## src/design/lz10_pkg.sv

```systemverilog
package lz10_pkg;

   // history window
   localparam int WINDOW_DEPTH = 4096;
   localparam int HIST_AW = $clog2(WINDOW_DEPTH);

   // pair format: length nibble over a 12-bit distance
   localparam int DIST_W = 12;
   localparam int PROD_W = DIST_W + 1;
   localparam logic [PROD_W-1:0] PROD_MAX = PROD_W'(1 << DIST_W);
   localparam int LEN_W = 5;
   localparam logic [LEN_W-1:0] LEN_BIAS = LEN_W'(3);

   // stream header
   localparam logic [7:0] VERSION_ID = 8'h10;
   localparam int SIZE_W = 24;

   // error codes on the result side
   localparam logic [1:0] ERR_NONE = 2'd0;
   localparam logic [1:0] ERR_VERSION = 2'd1;
   localparam logic [1:0] ERR_DISTANCE = 2'd2;

   // command queue
   localparam int CMD_DEPTH = 4;
   localparam int CMD_AW = $clog2(CMD_DEPTH);
   localparam int CMD_CNT_W = CMD_AW + 1;
   localparam logic [CMD_CNT_W-1:0] CMD_FULL = CMD_CNT_W'(CMD_DEPTH);

   typedef enum logic [1:0] {
      CMD_LIT  = 2'd0,
      CMD_COPY = 2'd1,
      CMD_ERR  = 2'd2
   } cmd_kind_type;

   typedef struct packed {
      cmd_kind_type       kind;
      logic [7:0]         data;
      logic [1:0]         err;
      logic [LEN_W-1:0]   count;
      logic [DIST_W-1:0]  dist_m1;
      logic [HIST_AW-1:0] wpos;
      logic               done;
   } cmd_type;

   typedef struct packed {
      logic full;
      logic empty;
   } fifo_status_type;

endpackage

```

## src/design/lz10_front.sv

```systemverilog
module lz10_front (
   input  logic                     clock,
   input  logic                     reset,
   input  logic                     req_tvalid,
   output logic                     req_tready,
   input  logic [7:0]               req_tdata,   // in_byte
   input  logic                     req_tuser,   // start_req
   input  lz10_pkg::fifo_status_type fifo_status,
   output logic                     cmd_push,
   output lz10_pkg::cmd_type        cmd
);
   import lz10_pkg::*;

   typedef enum logic [4:0] {
      PH_FINISHED = 5'b00001,
      PH_HEADER   = 5'b00010,
      PH_CONTROL  = 5'b00100,
      PH_DATA     = 5'b01000,
      PH_PAIR_LOW = 5'b10000
   } phase_type;

   phase_type          phase_ff, phase_in;
   logic [1:0]         hidx_ff, hidx_in;
   logic [SIZE_W-1:0]  remaining_ff, remaining_in;
   logic [PROD_W-1:0]  produced_ff, produced_in;
   logic [HIST_AW-1:0] wpos_ff, wpos_in;
   logic [7:0]         flags_ff, flags_in;
   logic [2:0]         bit_ff, bit_in;
   logic [7:0]         pair_ff, pair_in;

   logic               accept;
   logic               do_finish;
   logic [DIST_W-1:0]  dist_m1;
   logic [LEN_W-1:0]   len;
   logic [LEN_W-1:0]   take;
   logic [PROD_W-1:0]  prod_sum;

   assign req_tready = !fifo_status.full;
   assign accept = req_tvalid && req_tready;

   // pair decode
   assign dist_m1 = {pair_ff[3:0], req_tdata};
   assign len = {1'b0, pair_ff[7:4]} + LEN_BIAS;

   // parser
   always_comb begin
      phase_in = phase_ff;
      hidx_in = hidx_ff;
      remaining_in = remaining_ff;
      produced_in = produced_ff;
      wpos_in = wpos_ff;
      flags_in = flags_ff;
      bit_in = bit_ff;
      pair_in = pair_ff;
      cmd_push = 1'b0;
      cmd = '0;
      do_finish = 1'b0;
      take = '0;
      prod_sum = '0;
      if (accept) begin
         if (req_tuser) begin
            wpos_in = '0;
            produced_in = '0;
            remaining_in = '0;
            flags_in = '0;
            bit_in = 3'd7;
            pair_in = '0;
            hidx_in = 2'd1;
            if (req_tdata != VERSION_ID) begin
               phase_in = PH_FINISHED;
               cmd_push = 1'b1;
               cmd.kind = CMD_ERR;
               cmd.err = ERR_VERSION;
            end else begin
               phase_in = PH_HEADER;
            end
         end else begin
            unique case (phase_ff)
               PH_HEADER: begin
                  unique case (hidx_ff)
                     2'd1: remaining_in[7:0] = remaining_ff[7:0] | req_tdata;
                     2'd2: remaining_in[15:8] = remaining_ff[15:8] | req_tdata;
                     2'd3: remaining_in[23:16] = remaining_ff[23:16] | req_tdata;
                     default: remaining_in = remaining_ff;
                  endcase
                  if (hidx_ff == 2'd3) begin
                     hidx_in = 2'd0;
                     phase_in = (remaining_in == '0) ? PH_FINISHED : PH_CONTROL;
                  end else begin
                     hidx_in = hidx_ff + 2'd1;
                  end
               end
               PH_CONTROL: begin
                  flags_in = req_tdata;
                  bit_in = 3'd7;
                  phase_in = PH_DATA;
               end
               PH_DATA: begin
                  if (flags_ff[bit_ff]) begin
                     pair_in = req_tdata;
                     phase_in = PH_PAIR_LOW;
                  end else begin
                     take = LEN_W'(1);
                     do_finish = 1'b1;
                     cmd_push = 1'b1;
                     cmd.kind = CMD_LIT;
                     cmd.data = req_tdata;
                     cmd.wpos = wpos_ff;
                  end
               end
               PH_PAIR_LOW: begin
                  if ({1'b0, dist_m1} >= produced_ff) begin
                     phase_in = PH_FINISHED;
                     cmd_push = 1'b1;
                     cmd.kind = CMD_ERR;
                     cmd.err = ERR_DISTANCE;
                  end else begin
                     // cut the copy at the declared size
                     take = (remaining_ff < SIZE_W'(len)) ? remaining_ff[LEN_W-1:0] : len;
                     do_finish = 1'b1;
                     cmd_push = 1'b1;
                     cmd.kind = CMD_COPY;
                     cmd.count = take;
                     cmd.dist_m1 = dist_m1;
                     cmd.wpos = wpos_ff;
                  end
               end
               PH_FINISHED: begin
                  phase_in = PH_FINISHED;
               end
               default: phase_in = PH_FINISHED;
            endcase
         end
      end

      // bookkeeping after a literal or a copy
      if (do_finish) begin
         remaining_in = remaining_ff - SIZE_W'(take);
         prod_sum = produced_ff + PROD_W'(take);
         produced_in = (prod_sum > PROD_MAX) ? PROD_MAX : prod_sum;
         wpos_in = wpos_ff + HIST_AW'(take);
         cmd.done = (remaining_in == '0);
         if (remaining_in == '0) begin
            phase_in = PH_FINISHED;
         end else if (bit_ff == 3'd0) begin
            phase_in = PH_CONTROL;
         end else begin
            bit_in = bit_ff - 3'd1;
            phase_in = PH_DATA;
         end
      end
   end

   // parser state
   always_ff @(posedge clock) begin
      if (reset) begin
         phase_ff <= PH_FINISHED;
         hidx_ff <= '0;
         remaining_ff <= '0;
         produced_ff <= '0;
         wpos_ff <= '0;
         flags_ff <= '0;
         bit_ff <= 3'd7;
         pair_ff <= '0;
      end else begin
         phase_ff <= phase_in;
         hidx_ff <= hidx_in;
         remaining_ff <= remaining_in;
         produced_ff <= produced_in;
         wpos_ff <= wpos_in;
         flags_ff <= flags_in;
         bit_ff <= bit_in;
         pair_ff <= pair_in;
      end
   end

endmodule

```

## config.mk

```make
export PLATFORM = sky130hd
export DESIGN_NAME = lz10_front
export DESIGN_NICKNAME = d
export VERILOG_FILES = /design/src/design/lz10_pkg.sv /design/src/design/lz10_front.sv
export SDC_FILE = /design/constraint.sdc
export NUM_CORES = 1
export LEC_CHECK = 0
export BUFFER_PORTS_ARGS = -buffer_cell sky130_fd_sc_hd__buf_2
export CAP_MARGIN = 0
export CORE_MARGIN = 2
export CORE_UTILIZATION = 60
export CTS_CLUSTER_SIZE = 28
export DETAILED_ROUTE_END_ITERATION = 7
export PLACE_DENSITY = 0.81
export SLEW_MARGIN = 20
export SYNTH_ARGS = -nofsm -noshare
export SYNTH_HDL_FRONTEND = slang
export SYNTH_SLANG_ARGS = --single-unit
```

## constraint.sdc

```tcl
create_clock -name clock -period 15.2 [get_ports clock]
set_input_delay 3.04 -clock clock [delete_from_list [all_inputs] [get_ports clock]]
set_output_delay 3.04 -clock clock [all_outputs]
set_load 0.02 [all_outputs]
```

==> flow_summary.ini <==
[status]
status = completed

[synth]
synthArstFlopShare_pct = 0
yosysTopAreaCellShare_pct = 25.8
synth_nets = 819
ys.warnings.count = 0
ys.flop_type = dfxtp_1
syn-cell-area_mm2 = 0.00582
syn_area_per_cell_um2 = 7.60
synth_area_leaders = dfxtp_1 26%, ha_1 8.0%, a21oi_1 5.8%
synth-seq-cells = 75
synth-edff-count = 0
syn_inst = 765
synth_top_area_cell = dfxtp_1
synth_most_common_cell = nor2_1
ys_seq_area_share_pct = 25.8
synth.distinct_cells = 76
synthTopCellsByCount = 85 x nor2_1, 75 x dfxtp_1, 67 x a21oi_1

[floorplanning]
core_mm2 = 0.00933
die_x_um = 102
die_y_um = 102
initial_core_util_pct = 62.3
rows = 35
ios = 58
die-area_mm2 = 0.0105

[sta]
finClkSkew_ns = 0.0136
finalHoldViolCount = 0
fin_ws_ns = 3.64
finalMaxSlewViolations = 0
finalSetupViolations = 0
post-route-period-util_pct = 76.0
worstMarginPinSlew_ns = 1.12
relSlewSlack_pct = 24.7
final.setup.tns_ns = 0
grt_setup_unrepaired = false
finalWorstPathRequiredPeriod_ns = 11.56
max_freq_ghz = 0.0865

[clock_tree]
cts_buffers = 9
clock_sinks = 75
cts_buffer_depth = 2
cts_tree = yes
cts_root_buffer = clkbuf_8
cts_setup_buffers = 0
clk_pin_slew_ns = 0.08
cts-resized-gates = 0
h-tree-depth = 3
worstSkewPairLatency_ns = 0.37
cts_hold_buf = 0

[hold_path]
min_from = wpos_ff[11]
hold_class = reg2reg

[route]
avgViaCountPerCell = 6.74
dr.pass1.iters = 7
wl_per_cell_um = 19.2
drc = 0
routed_wl_um = 17700
vias = 6218
drt_iter0_markers = 535
final_antenna_net_count = 0

[critical_path]
path_class = in2out
critical_path.max_fanout = 24
endpoint_kind = output port
required_ns = 12.16
worstPathArrival_ns = 8.52
critPathMaxStageDelay_ns = 0.55
critPathCapture = cmd[0]
slowest_stage = or4_1
regToRegSetupSlack_ns = 8.30
startpoint_type = primary input
path_cells = buf_2 > inv_1 > ha_1 > nor2b_1 > o21ai_0 > a211oi_1 > o311ai_2 > buf_4 > inv_1 > o211a_1 > fa_1 > or2b_1 > a21oi_1 > xor2_1 > or4_1 > or4_1 > or4b_1 > nor3_2 > buf_2
rr_worst_depth = 15
rr_startpoint = remaining_ff[5]
rr_endpoint = produced_ff[5]
crit_start = req_tdata[0]

[cells_and_area]
insertedDiodeCount = 0
layout.nets = 843
area_growth_pct = 8.82
drive_gt1_share_pct = 13.4
n_fill_cell = 818

[place]
gp_congestion = 0.965
detailed_place_hpwl_um = 12300
io_buffers = 56
dpl_worst_slack_ns = 3.75

[global_routing]
grt_pass1_vias = 5663
grt_pass1_wl_um = 28200
grt_usage_pct = 34.2
grt-ovfl-total = 0
antenna_found_initial = 0
grt_max_degree = 76

[pwr]
power.share.switching_pct = 26.9
combPwrFrac_pct = 8.1
clkPwrFrac_pct = 41.3
peakVddDrop_v = 0.0000361
powerDensity_mw_per_mm2 = 61.7
power.internal_uw = 286
p_sw_uw = 105
seqPwrFrac_pct = 50.6
power_leakage_nw = 2.56

[flow_run]
cap_violations = 0
registers in the layout, summed over array words and instances (netlist names):
signal,flops
pair_ff,8
remaining_ff,24
flags_ff,8
hidx_ff,2
wpos_ff,12
bit_ff,3
phase_ff,5
produced_ff,13
layer usage:
layer  GRT usage (%)  wire length (µm)
met5               0                 0
met4            16.0               638
met3            7.66              1810
met2            54.4              8120
met1            44.1              7150
worst min-delay path by stage:
stage / endpoint / slack (ns) / cells after the start
after floorplan: wpos_ff[11] / 0.43 / 1
after global placement: wpos_ff[11] / 0.45 / 1
after detailed placement: wpos_ff[11] / 0.47 / 1
after CTS: wpos_ff[11] / 0.48 / 1
after global routing: wpos_ff[11] / 0.50 / 1
final: wpos_ff[11] / 0.49 / 1
critical path: cells and delay by family:
family                   cells  cell delay [ns]
AO/OA/AOI/OAI                5             1.14
adder cells (fa/ha/maj)      2             0.77
XOR/XNOR                     1             0.15
buffers and inverters        5             1.29
AND/OR/NAND/NOR              6             2.11
per-stage QoR:
step	cell area, µm²	hold slack, ns	cells	utilization (%)	total power, mW
global route	6330	0.497	923	67.8	0.402
floorplan	5820	0.429	765	-	0.222
finish	6330	0.487	923	67.8	0.391
global placement	6110	0.448	907	65.6	0.232
detailed placement	6110	0.467	907	65.6	0.232
CTS	6320	0.478	923	67.7	0.389
final cells by class:
cell class	count	area (µm²)	share of cell area, %
Clock buffer	10	138	2.17
Inverter	32	120	1.90
Tap cell	129	161	2.55
Clock inverter	6	65.1	1.03
Timing Repair Buffer	62	325	5.14
Sequential cell	75	1500	23.7
Multi-Input combinational cell	609	4020	63.5
logic make-up (layout without fill, tap and decap cells):
logic type                 Yosys count  count (layout)  synth area share (%)
xor gates and xnor gates            20              20                  3.01
muxes                               12              12                  2.60
and+or+nand+nor                    309             309                  27.7
buffers and inverters               81             110                  5.42
AOI/OAI and AO/OA                  228             228                  26.5
adders and majority gates           40              40                  8.99
DFF                                 75              75                  25.8
placed cells by master (no fill, tap or decap), drive strengths merged, types with 6 or more instances in the layout:
master | netlist | layout
and4 | 7 | 7
a21o | 11 | 11
nor2b | 10 | 10
nand3 | 14 | 14
nor3 | 29 | 29
a311oi | 9 | 9
a31oi | 22 | 22
nor2 | 85 | 85
nand2 | 55 | 55
ha | 37 | 37
xnor2 | 12 | 12
a211oi | 10 | 10
o21ai | 24 | 24
a21oi | 68 | 68
nand4 | 12 | 12
and2 | 36 | 36
a22oi | 21 | 21
dfxtp | 75 | 75
or3 | 15 | 15
or2 | 7 | 7
o211ai | 10 | 10
o31ai | 6 | 6
clkbuf | 42 | 10
buf | 7 | 62
inv | 32 | 32
xor2 | 8 | 8
nand2b | 7 | 7
or4 | 7 | 7
power groups by stage:
stage	Combinational (mW)	Clock, mW	Sequential, mW
final	0.0318	0.161	0.198
after global routing	0.0339	0.171	0.198
after CTS	0.0304	0.161	0.198
after detailed placement	0.0303	0	0.202
after global placement	0.0296	0	0.202
after floorplan	0.0202	0	0.202
Power figures use the tool's default switching activity.
