--- config.mk ---
export PLATFORM = sky130hd
export DESIGN_NAME = lz10_cmd_fifo
export DESIGN_NICKNAME = d
export VERILOG_FILES = /design/src/design/lz10_pkg.sv /design/src/design/lz10_cmd_fifo.sv
export SDC_FILE = /design/constraint.sdc
export NUM_CORES = 1
export LEC_CHECK = 0
export BUFFER_PORTS_ARGS = -buffer_cell sky130_fd_sc_hd__buf_2
export CAP_MARGIN = 10
export CELL_PAD_IN_SITES_DETAIL_PLACEMENT = 0
export CELL_PAD_IN_SITES_GLOBAL_PLACEMENT = 2
export CORE_UTILIZATION = 30
export DETAILED_ROUTE_END_ITERATION = 10
export HOLD_SLACK_MARGIN = 0.05
export PLACE_DENSITY_LB_ADDON = 0.1
export SYNTH_ARGS = -nofsm -noshare
export SYNTH_HDL_FRONTEND = slang
export SYNTH_SLANG_ARGS = --single-unit
export TNS_END_PERCENT = 100
--- constraint.sdc ---
create_clock -name clock -period 2 [get_ports clock]
set_input_delay 0.3 -clock clock [delete_from_list [all_inputs] [get_ports clock]]
set_output_delay 0.3 -clock clock [all_outputs]
set_load 0.05 [all_outputs]
--- src/design/lz10_pkg.sv ---
package lz10_pkg;

   // history window
   localparam int WINDOW_DEPTH = 4096;
   localparam int HIST_AW = $clog2(WINDOW_DEPTH);

   // pair format: length nibble over a 12-bit distance
   localparam int DIST_W = 12;
   localparam int PROD_W = DIST_W + 1;
   localparam logic [PROD_W-1:0] PROD_MAX = PROD_W'(1 << DIST_W);
   localparam int LEN_W = 5;
   localparam logic [LEN_W-1:0] LEN_BIAS = LEN_W'(3);

   // stream header
   localparam logic [7:0] VERSION_ID = 8'h10;
   localparam int SIZE_W = 24;

   // error codes on the result side
   localparam logic [1:0] ERR_NONE = 2'd0;
   localparam logic [1:0] ERR_VERSION = 2'd1;
   localparam logic [1:0] ERR_DISTANCE = 2'd2;

   // command queue
   localparam int CMD_DEPTH = 4;
   localparam int CMD_AW = $clog2(CMD_DEPTH);
   localparam int CMD_CNT_W = CMD_AW + 1;
   localparam logic [CMD_CNT_W-1:0] CMD_FULL = CMD_CNT_W'(CMD_DEPTH);

   typedef enum logic [1:0] {
      CMD_LIT  = 2'd0,
      CMD_COPY = 2'd1,
      CMD_ERR  = 2'd2
   } cmd_kind_type;

   typedef struct packed {
      cmd_kind_type       kind;
      logic [7:0]         data;
      logic [1:0]         err;
      logic [LEN_W-1:0]   count;
      logic [DIST_W-1:0]  dist_m1;
      logic [HIST_AW-1:0] wpos;
      logic               done;
   } cmd_type;

   typedef struct packed {
      logic full;
      logic empty;
   } fifo_status_type;

endpackage

--- src/design/lz10_cmd_fifo.sv ---
module lz10_cmd_fifo (
   input  logic                      clock,
   input  logic                      reset,
   input  logic                      push,
   input  lz10_pkg::cmd_type         push_cmd,
   input  logic                      pop,
   output lz10_pkg::cmd_type         head_cmd,
   output lz10_pkg::fifo_status_type status
);
   import lz10_pkg::*;

   cmd_type               entries_ff [CMD_DEPTH];
   logic [CMD_AW-1:0]     wr_ptr_ff, wr_ptr_in;
   logic [CMD_AW-1:0]     rd_ptr_ff, rd_ptr_in;
   logic [CMD_CNT_W-1:0]  cnt_ff, cnt_in;
   logic                  do_push, do_pop;

   assign status.full = (cnt_ff == CMD_FULL);
   assign status.empty = (cnt_ff == '0);
   assign do_push = push && !status.full;
   assign do_pop = pop && !status.empty;
   assign head_cmd = entries_ff[rd_ptr_ff];

   // pointers and fill level
   always_comb begin
      wr_ptr_in = do_push ? wr_ptr_ff + CMD_AW'(1) : wr_ptr_ff;
      rd_ptr_in = do_pop ? rd_ptr_ff + CMD_AW'(1) : rd_ptr_ff;
      cnt_in = cnt_ff + CMD_CNT_W'(do_push) - CMD_CNT_W'(do_pop);
   end

   always_ff @(posedge clock) begin
      if (reset) begin
         wr_ptr_ff <= '0;
         rd_ptr_ff <= '0;
         cnt_ff <= '0;
      end else begin
         wr_ptr_ff <= wr_ptr_in;
         rd_ptr_ff <= rd_ptr_in;
         cnt_ff <= cnt_in;
      end
   end

   // entry storage
   always_ff @(posedge clock) begin
      if (do_push) begin
         entries_ff[wr_ptr_ff] <= push_cmd;
      end
   end

endmodule

==> out/qor.yml, run 1 <==
grt:
  grt_pass1_vias: 3247
  grt_usage: 0.122
  overflow: 0
  grt_max_degree: 43
  antenna_found_initial: 1
  grt_pass1_wl_mm: 19.3
setup_path:
  crit_fanout: 5
  end_kind: "output port"
  startpoint_type: "register"
  worstSetupPathType: "reg -> out"
  crit_arrival_ns: 1.79
  worstPathRequired_ns: 1.70
synthesis:
  avgSynthCellArea_sq_um: 24.3
  synth_nets: 324
  synth-main-ff-cell: "edfxtp_1"
  synthArstFlopShare: 0
  synthCells: 271
  synth-edff-count: 168
  synth_cell_type_count: 25
  synthTopCellsByArea: "edfxtp_1, mux4_2, dfxtp_1, buf_12, ha_1"
  ys_ff_latch: 177
  synth_top_area_frac: 0.765
  syn_area_sq_um: 6600
  yosysTopAreaCell: "edfxtp_1"
  ys_seq_area_frac: 0.792
  post-synth-top-count-cell: "edfxtp_1"
  yosys_warnings: 0
  synth_common_cells: "edfxtp_1, mux4_2, dfxtp_1, inv_1, ha_1"
routing:
  top_layer: "met5"
  firstDrtPassIters: 4
  drt_iter0_drc: 173
  wl_met2_mm: 6.47
  drt-total-wl_mm: 12.7
  routed_via_density: 4.48
  wl_per_cell_um: 18.8
  met3_length_um: 552
  antenna_left: 0
  drc: 0
  via_count: 3036
  wl_met1_mm: 5.51
layout:
  stdcell_area_sq_um: 8390
  n_antenna_cell: 0
  syn2layout_area_growth_pct: 27.3
  fill_cells: 1939
  nNetsFinal: 443
  regArea_sq_um: 5240
  utilization: 0.394
  drive_above_1_share: 0.489
  multi_input_area_sq_um: 1250
power_and_ir_drop:
  vdd_drop_max_v: 0.000634
  p_per_area_nw_per_um2: 1420
  power.leakage_nw: 2.82
  fin_total_pwr_mw: 11.9
sta:
  fin_skew_ns: 0.0134
  finalSetupTns_ns: -2.08
  min_period_over_period: 1.04
  final-setup-viol-count: 37
  period_minus_slack_ns: 2.09
  tightest_slew_ns: 0.291
  slew_headroom: 0.806
  fmax_mhz: 479
  rsz0062_at_grt: "true"
  fin_ws_ns: -0.0874
  maxSlewViolCount: 0
  finalHoldViolations: 0
run_status:
  violations: "negative setup slack"
  status: "complete, but fails checks"
place:
  dp_hpwl_mm: 7.36
  pre_cts_slack_ns: 0.00608
  io_buffers: 89
  dpl-instance-area_sq_um: 7500
  gp_congestion: 0.658
flow_run:
  drv_cap: 0
clock_tree:
  cts_tree: "yes"
  holdBufCountCts: 0
  clockBufferDepth: 2
  cts_made_buffers: 17
  clk_latency_ns: 0.42
  cts_root_buf: "clkbuf_16"
  cts.sinks: 177
  clk_pin_slew_ns: 0.07
  htree_levels: 4
hold_path:
  hold_class: "in -> reg"
floorplan:
  rows: 53
  fp.dieW_um: 150
  initial_core_util: 0.310
  dieHeight_um: 150
  die-area_sq_um: 22600
  io_pins: 90
  core-area_sq_um: 21300
[state kept, by name (all words and copies together) (netlist names), named ones only]
signal / flops
wr_ptr_ff: 2
entries_ff: 168
rd_ptr_ff: 2
cnt_ff: 3
[final timing paths]
check	startpoint	to	slack (ns)	cells after the start
max	register	head_cmd[14]	-0.09	4
min	push_cmd[5]	entries_ff[1][5]	0.09	1
max reg2reg	cnt_ff[2]	cnt_ff[2]	0.04	10
min reg2reg	rd_ptr_ff[1]	register	0.49	2
[cell type report]
type / instances / share of cell area
Sequential cell: 177 / 0.624
Clock inverter: 11 / 0.0128
Timing Repair Buffer: 111 / 0.117
Tap cell: 275 / 0.0410
Multi-Input combinational cell: 75 / 0.149
Inverter: 8 / 0.00358
Clock buffer: 21 / 0.0525
[metrics by stage]
stage	hold WS [ns]	cells
finish	0.0941	678
global route	0.0654	678
CTS	0.0706	675
detailed placement	0.482	639
global placement	0.462	639
floorplan	0.399	271
[logic make-up after synthesis]
kind of cell	count (synthesis)	share of synthesized area
AO/OA/AOI/OAI	5	0.00493
XOR/XNOR	3	0.00398
adder cells (fa/ha/maj)	7	0.0144
buffers and inverters	19	0.0226
flip-flops	177	0.792
multiplexers	43	0.146
AND/OR/NAND/NOR	17	0.0157
[cell usage in the layout (no fill, tap or decap), types with 2 or more instances in the layout]
cell type / count
ha_1: 5
or3_1: 2
inv_6: 3
edfxtp_1: 168
a21oi_1: 2
clkinvlp_4: 5
buf_6: 37
nand2b_1: 2
buf_12: 7
inv_1: 8
clkbuf_1: 4
dfxtp_1: 4
o21ai_0: 2
dfxtp_4: 3
nor2_1: 3
dfxtp_2: 2
buf_4: 15
buf_16: 2
buf_2: 49
clkbuf_16: 17
and2_2: 4
mux4_2: 42
nor2b_1: 2
[critical path, cell delays in order, from the launching register on]
cell and delay, ns:
dfxtp_4 0.44, buf_6 0.13, buf_16 0.12, mux4_2 0.50, buf_6 0.17
[layer usage]
| layer | vias up | global-route usage |
|---|---|---|
| met5 | - | 0 |
| met4 | 2 | 0.0424 |
| met3 | 19 | 0.0391 |
| met2 | 61 | 0.200 |
| met1 | 1589 | 0.151 |
| li1 | 1365 | - |
[timing repair]
| item | in CTS | in global routing |
|---|---|---|
| hold endpoints to repair | 0 | 0 |
| gates resized for setup | 82 | 4 |
| pin swaps | 2 | 6 |
| setup buffers | 2 | 4 |
| cloned | 2 | 0 |
| endpoints found under the setup margin | 43 | 43 |
[where the power goes]
| group | leakage (nW) | internal [mW] | switching [mW] | total, mW |
|---|---|---|---|---|
| Sequential | 1.62 | 4.47 | 0.147 | 4.61 |
| Clock | 0.251 | 1.73 | 1.36 | 3.08 |
| Combinational | 0.956 | 1.73 | 2.46 | 4.19 |
Note: power is estimated with default switching activity, not from simulation.
==> inputs of run 2 (changes only) <==
--- a/config.mk
+++ b/config.mk
@@ -5,6 +5,7 @@
 export SDC_FILE = /design/constraint.sdc
 export NUM_CORES = 1
 export LEC_CHECK = 0
+export ABC_AREA = 1
 export BUFFER_PORTS_ARGS = -buffer_cell sky130_fd_sc_hd__buf_2
 export CAP_MARGIN = 10
 export CELL_PAD_IN_SITES_DETAIL_PLACEMENT = 0
==> out/qor.yml, run 2 <==
floorplan:
  rows: 54
  core-area_sq_um: 22100
  dieHeight_um: 153
  io_pins: 90
  fp.dieW_um: 153
  initial_core_util: 0.310
  die-area_sq_um: 23500
setup_path:
  cpMaxStageDelayCell: "dfxtp_4"
  worstPathRequired_ns: 1.70
  startpoint_type: "register"
  crit_arrival_ns: 1.66
  worstSetupPathType: "reg -> out"
  end_kind: "output port"
  crit_fanout: 16
  critPathTopFamily: "buffers and inverters"
  worstPathCellList: "inv_8, buf_6, nor2_1, o22ai_1, buf_4"
  cp_num_buf_inv: 3
  slowest_delay_ns: 0.39
synthesis:
  synth_cell_type_count: 20
  synth_nets: 528
  ys_seq_area_frac: 0.762
  ys_ff_latch: 177
  synthCells: 475
  synthArstFlopShare: 0
  avgSynthCellArea_sq_um: 14.4
  synthTopCellsByArea: "edfxtp_1, nor2_1, o21ai_0, o22ai_1, dfxtp_1"
  synth-edff-count: 168
  yosysTopAreaCell: "edfxtp_1"
  post-synth-top-count-cell: "edfxtp_1"
  synth_top_area_frac: 0.736
  synth-main-ff-cell: "edfxtp_1"
  syn_area_sq_um: 6850
  synth_common_cells: "edfxtp_1, nor2_1, o21ai_0, o22ai_1, o21ai_1"
  yosys_warnings: 0
place:
  dp_hpwl_mm: 9.20
  gp_congestion: 0.683
  pre_cts_slack_ns: 0.145
  io_buffers: 89
layout:
  fill_cells: 2050
  top_register: "entries_ff"
  n_antenna_cell: 0
  largest_reg_flops: 168
  syn2layout_area_growth_pct: 26.4
  layout_common_cells: "edfxtp_1, nor2_1, o21ai_0, buf_2, buf_4"
  drive_above_1_share: 0.298
  nNetsFinal: 633
  regArea_sq_um: 5230
  final_common_cell: "edfxtp_1"
  reg_top3: "entries_ff x168, cnt_ff x3"
  multi_input_area_sq_um: 1420
grt:
  antenna_found_initial: 1
  overflow: 0
  grt_pass1_vias: 4004
  grt_max_degree: 37
  grt_usage: 0.135
  grt_pass1_wl_mm: 23.3
routing:
  firstDrtPassIters: 4
  antenna_left: 0
  drc: 0
  via_count: 4028
  routed_via_density: 4.61
  wl_per_cell_um: 17.5
  drt-total-wl_mm: 15.2
  drt_iter0_drc: 183
power_and_ir_drop:
  p_per_area_nw_per_um2: 1430
  combPwrFrac: 0.347
  cell_internal_pwr_mw: 7.87
  p_switching_mw: 4.51
  p_sw_frac: 0.364
  power_frac_seq: 0.376
  vdd_drop_max_v: 0.000692
  clkPwrFrac: 0.278
  power.leakage_nw: 3.06
sta:
  final-setup-viol-count: 0
  rsz0062_at_grt: "true"
  slew_headroom: 0.831
  finalSetupTns_ns: 0
  fin_skew_ns: 0.0110
  maxSlewViolCount: 0
  tightest_slew_ns: 0.253
  fin_ws_ns: 0.0397
  min_period_over_period: 0.980
  finalHoldViolations: 0
  whs_ns: 0.0909
  period_minus_slack_ns: 1.96
  fmax_mhz: 510
clock_tree:
  cts_setup_buffers: 0
  htree_levels: 4
  cts_made_buffers: 17
  clk_latency_ns: 0.42
  clockBufferDepth: 2
  cts_tree: "yes"
  cts.sinks: 177
  cts_root_buf: "clkbuf_16"
  clk_pin_slew_ns: 0.07
flow_run:
  drv_cap: 0
hold_path:
  hold_class: "in -> reg"
run_status:
  status: "finished, final reports clean"
[run 2: changes by cell type after synthesis, sizes merged, moves of 4 or more]
cell	change
mux4	-42
clkbuf	+11
buf	+4
nand3	+4
inv	+12
nor2	+94
nand2	+11
o21ai	+82
and2	-4
o22ai	+42
[run 2: layout make-up]
class / count / area share
clock buffers: 19 / 0.0523
multi-input cells: 252 / 0.164
clock inverters: 13 / 0.0201
inverters: 20 / 0.0103
repair buffers: 112 / 0.109
well taps: 280 / 0.0404
flip-flops and latches: 177 / 0.604
[run 2: power groups by stage]
stage	Combinational, mW	Clock [mW]	Sequential (mW)
finish	4.29	3.44	4.65
floorplan	2.88	0	4.69
global route	4.62	3.69	4.68
detailed placement	4.00	0	4.71
CTS	4.18	3.53	4.63
global placement	3.98	0	4.70
[run 2: cell families (layout without fill, tap and decap cells)]
logic type | Yosys count | in the layout | share of synthesized area
buffers and inverters | 46 | 164 | 0.0371
DFF | 177 | 177 | 0.762
and+or+nand+nor | 114 | 114 | 0.0741
adders and majority gates | 7 | 7 | 0.0139
AOI/OAI and AO/OA | 131 | 131 | 0.112
[run 2: timing repair]
action                                  CTS  global route
hold endpoints to repair                  2             0
pin swaps                                 0             1
endpoints found under the setup margin   38            40
gates cloned                              0             1
resized for setup                        34            39
hold buffers                              1             0
[run 2: metrics by stage]
stage | total power, mW | cells | cell area (sq um) | utilization
after floorplan | 7.57 | 475 | 6870 | -
after global placement | 8.68 | 839 | 7810 | 0.353
after detailed placement | 8.71 | 839 | 7810 | 0.353
after CTS | 12.3 | 872 | 8540 | 0.386
after global routing | 13.0 | 873 | 8660 | 0.392
final | 12.4 | 873 | 8660 | 0.392
[run 2: worst paths after layout]
| kind | slack (ns) | start | endpoint | cells after the start |
|---|---|---|---|---|
| max | 0.04 | register | head_cmd[12] | 5 |
| min | 0.09 | push_cmd[11] | entries_ff[3][11] | 1 |
| max reg2reg | 0.16 | cnt_ff[1] | cnt_ff[2] | 10 |
| min reg2reg | 0.50 | rd_ptr_ff[0] | rd_ptr_ff[0] | 2 |
[run 2: per-layer routing]
layer | up-vias | global-route usage | routed length, um
li1 | 1967 | - | -
met1 | 1979 | 0.171 | 6940
met2 | 68 | 0.223 | 7580
met3 | 12 | 0.0337 | 498
met4 | 2 | 0.0476 | 201
met5 | - | 0 | 13
==> inputs of run 3 (changes only) <==
--- a/config.mk
+++ b/config.mk
@@ -8,8 +8,8 @@
 export ABC_AREA = 1
 export BUFFER_PORTS_ARGS = -buffer_cell sky130_fd_sc_hd__buf_2
 export CAP_MARGIN = 10
-export CELL_PAD_IN_SITES_DETAIL_PLACEMENT = 0
-export CELL_PAD_IN_SITES_GLOBAL_PLACEMENT = 2
+export CELL_PAD_IN_SITES_DETAIL_PLACEMENT = 1
+export CELL_PAD_IN_SITES_GLOBAL_PLACEMENT = 1
 export CORE_UTILIZATION = 30
 export DETAILED_ROUTE_END_ITERATION = 10
 export HOLD_SLACK_MARGIN = 0.05
==> out/qor.yml, run 3 (synthesis gave the netlist of run 2 again) <==
layout:
  syn2layout_area_growth_pct: 29.6
  regArea_sq_um: 5230
  reg_top3: "entries_ff x168, cnt_ff x3"
  multi_input_area_sq_um: 1440
  top_register: "entries_ff"
  layout_common_cells: "edfxtp_1, nor2_1, o21ai_0, buf_2, buf_4"
  nNetsFinal: 643
  final_common_cell: "edfxtp_1"
  fill_cells: 2262
  drive_above_1_share: 0.314
  largest_reg_flops: 168
place:
  dp_hpwl_mm: 9.34
  io_buffers: 89
  gp_congestion: 0.689
  pre_cts_slack_ns: 0.0764
sta:
  finalHoldViolations: 0
  fin_ws_ns: -0.0130
  period_minus_slack_ns: 2.01
  slew_headroom: 0.803
  fmax_mhz: 497
  rsz0062_at_grt: "true"
  min_period_over_period: 1.01
  tightest_slew_ns: 0.296
  fin_skew_ns: 0.00699
  maxSlewViolCount: 0
  whs_ns: 0.0931
  final-setup-viol-count: 1
floorplan:
  fp.dieW_um: 153
  io_pins: 90
  die-area_sq_um: 23500
  rows: 54
  initial_core_util: 0.310
  core-area_sq_um: 22100
  dieHeight_um: 153
setup_path:
  startpoint_type: "register"
  crit_arrival_ns: 1.71
  crit_fanout: 10
  end_kind: "output port"
  worstPathCellList: "buf_12, inv_16, clkbuf_16, nor2_1, o22ai_1, buf_4"
  critPathTopFamily: "buffers and inverters"
  cpMaxStageDelayCell: "dfxtp_4"
  cp_num_buf_inv: 4
  slowest_delay_ns: 0.35
  worstPathRequired_ns: 1.70
  r2r_start: "cnt_ff[1]"
  worstSetupPathType: "reg -> out"
grt:
  antenna_found_initial: 2
  grt_usage: 0.154
  grt_max_degree: 31
  grt_pass1_wl_mm: 26.4
  grt_pass1_vias: 4499
  overflow: 0
routing:
  firstDrtPassIters: 5
  wl_met1_mm: 8.00
  antenna_left: 0
  met3_length_um: 535
  routed_via_density: 4.78
  top_layer: "met5"
  wl_met2_mm: 8.67
  via_count: 4224
  wl_per_cell_um: 19.7
  drt_iter0_drc: 161
  drc: 0
  drt-total-wl_mm: 17.4
clock_tree:
  cts_root_buf: "clkbuf_16"
  cts_tree: "yes"
  cts.sinks: 177
  clockBufferDepth: 2
  cts_made_buffers: 17
  clk_pin_slew_ns: 0.07
  clk_latency_ns: 0.42
  htree_levels: 4
flow_run:
  drv_cap: 0
power_and_ir_drop:
  p_per_area_nw_per_um2: 1410
  p_switching_mw: 4.70
  clkPwrFrac: 0.247
  power_frac_seq: 0.370
  vdd_drop_max_v: 0.000621
  cell_internal_pwr_mw: 7.86
  power.leakage_nw: 3.18
  p_sw_frac: 0.374
  combPwrFrac: 0.384
run_status:
  status: "complete, but fails checks"
  violations: "negative setup slack"
hold_path:
  hold_class: "in -> reg"
  worstHoldStart: "push_cmd[12]"
## run 3: path summary, 6_finish.rpt
kind,end,slack [ns],cells past startpoint
worst max-delay path,head_cmd[30],-0.01,6
worst min-delay path,entries_ff[1][12],0.09,1
worst max register to register,cnt_ff[1],0.12,9
worst min register to register,register,0.51,2
## run 3: power groups by stage
stage               Combinational [mW]  Sequential, mW  Clock (mW)
floorplan                         2.88            4.69           0
global placement                  3.92            4.73           0
detailed placement                3.97            4.75           0
CTS                               4.74            4.64        3.20
global route                      5.14            4.67        3.35
finish                            4.82            4.64        3.10
## run 3: repair_timing
action	4_1_cts	5_1_grt
pin swaps	6	3
hold buffers	1	0
hold endpoints to repair	1	0
buffers inserted	5	1
gates resized for setup	72	24
endpoints found under the setup margin	42	44
cloned	7	2
## run 3: metal layers
metal | vias to the layer above | global-route usage
met3 | 12 | 0.0363
met1 | 2144 | 0.195
met4 | 2 | 0.0418
met5 | - | 0
met2 | 64 | 0.264
li1 | 2002 | -
## run 3: area by class of cell
cell class	count	share of cell area
antenna	1	0.000282
clock buffer	18	0.0483
clock inverter	13	0.0128
inverter	20	0.0113
multi-input combinational	252	0.162
sequential	177	0.589
tap	280	0.0394
timing repair buffer	122	0.137
## run 3: through the flow
step | util | power [mW] | TNS (ns) | area [sq um] | instances
finish | 0.402 | 12.6 | -0.0130 | 8880 | 883
global route | 0.402 | 13.2 | -1.76 | 8880 | 882
CTS | 0.397 | 12.6 | -0.556 | 8760 | 879
detailed placement | 0.352 | 8.71 | 0 | 7780 | 835
global placement | 0.352 | 8.65 | 0 | 7780 | 835
floorplan | - | 7.57 | -35.80 | 6870 | 475
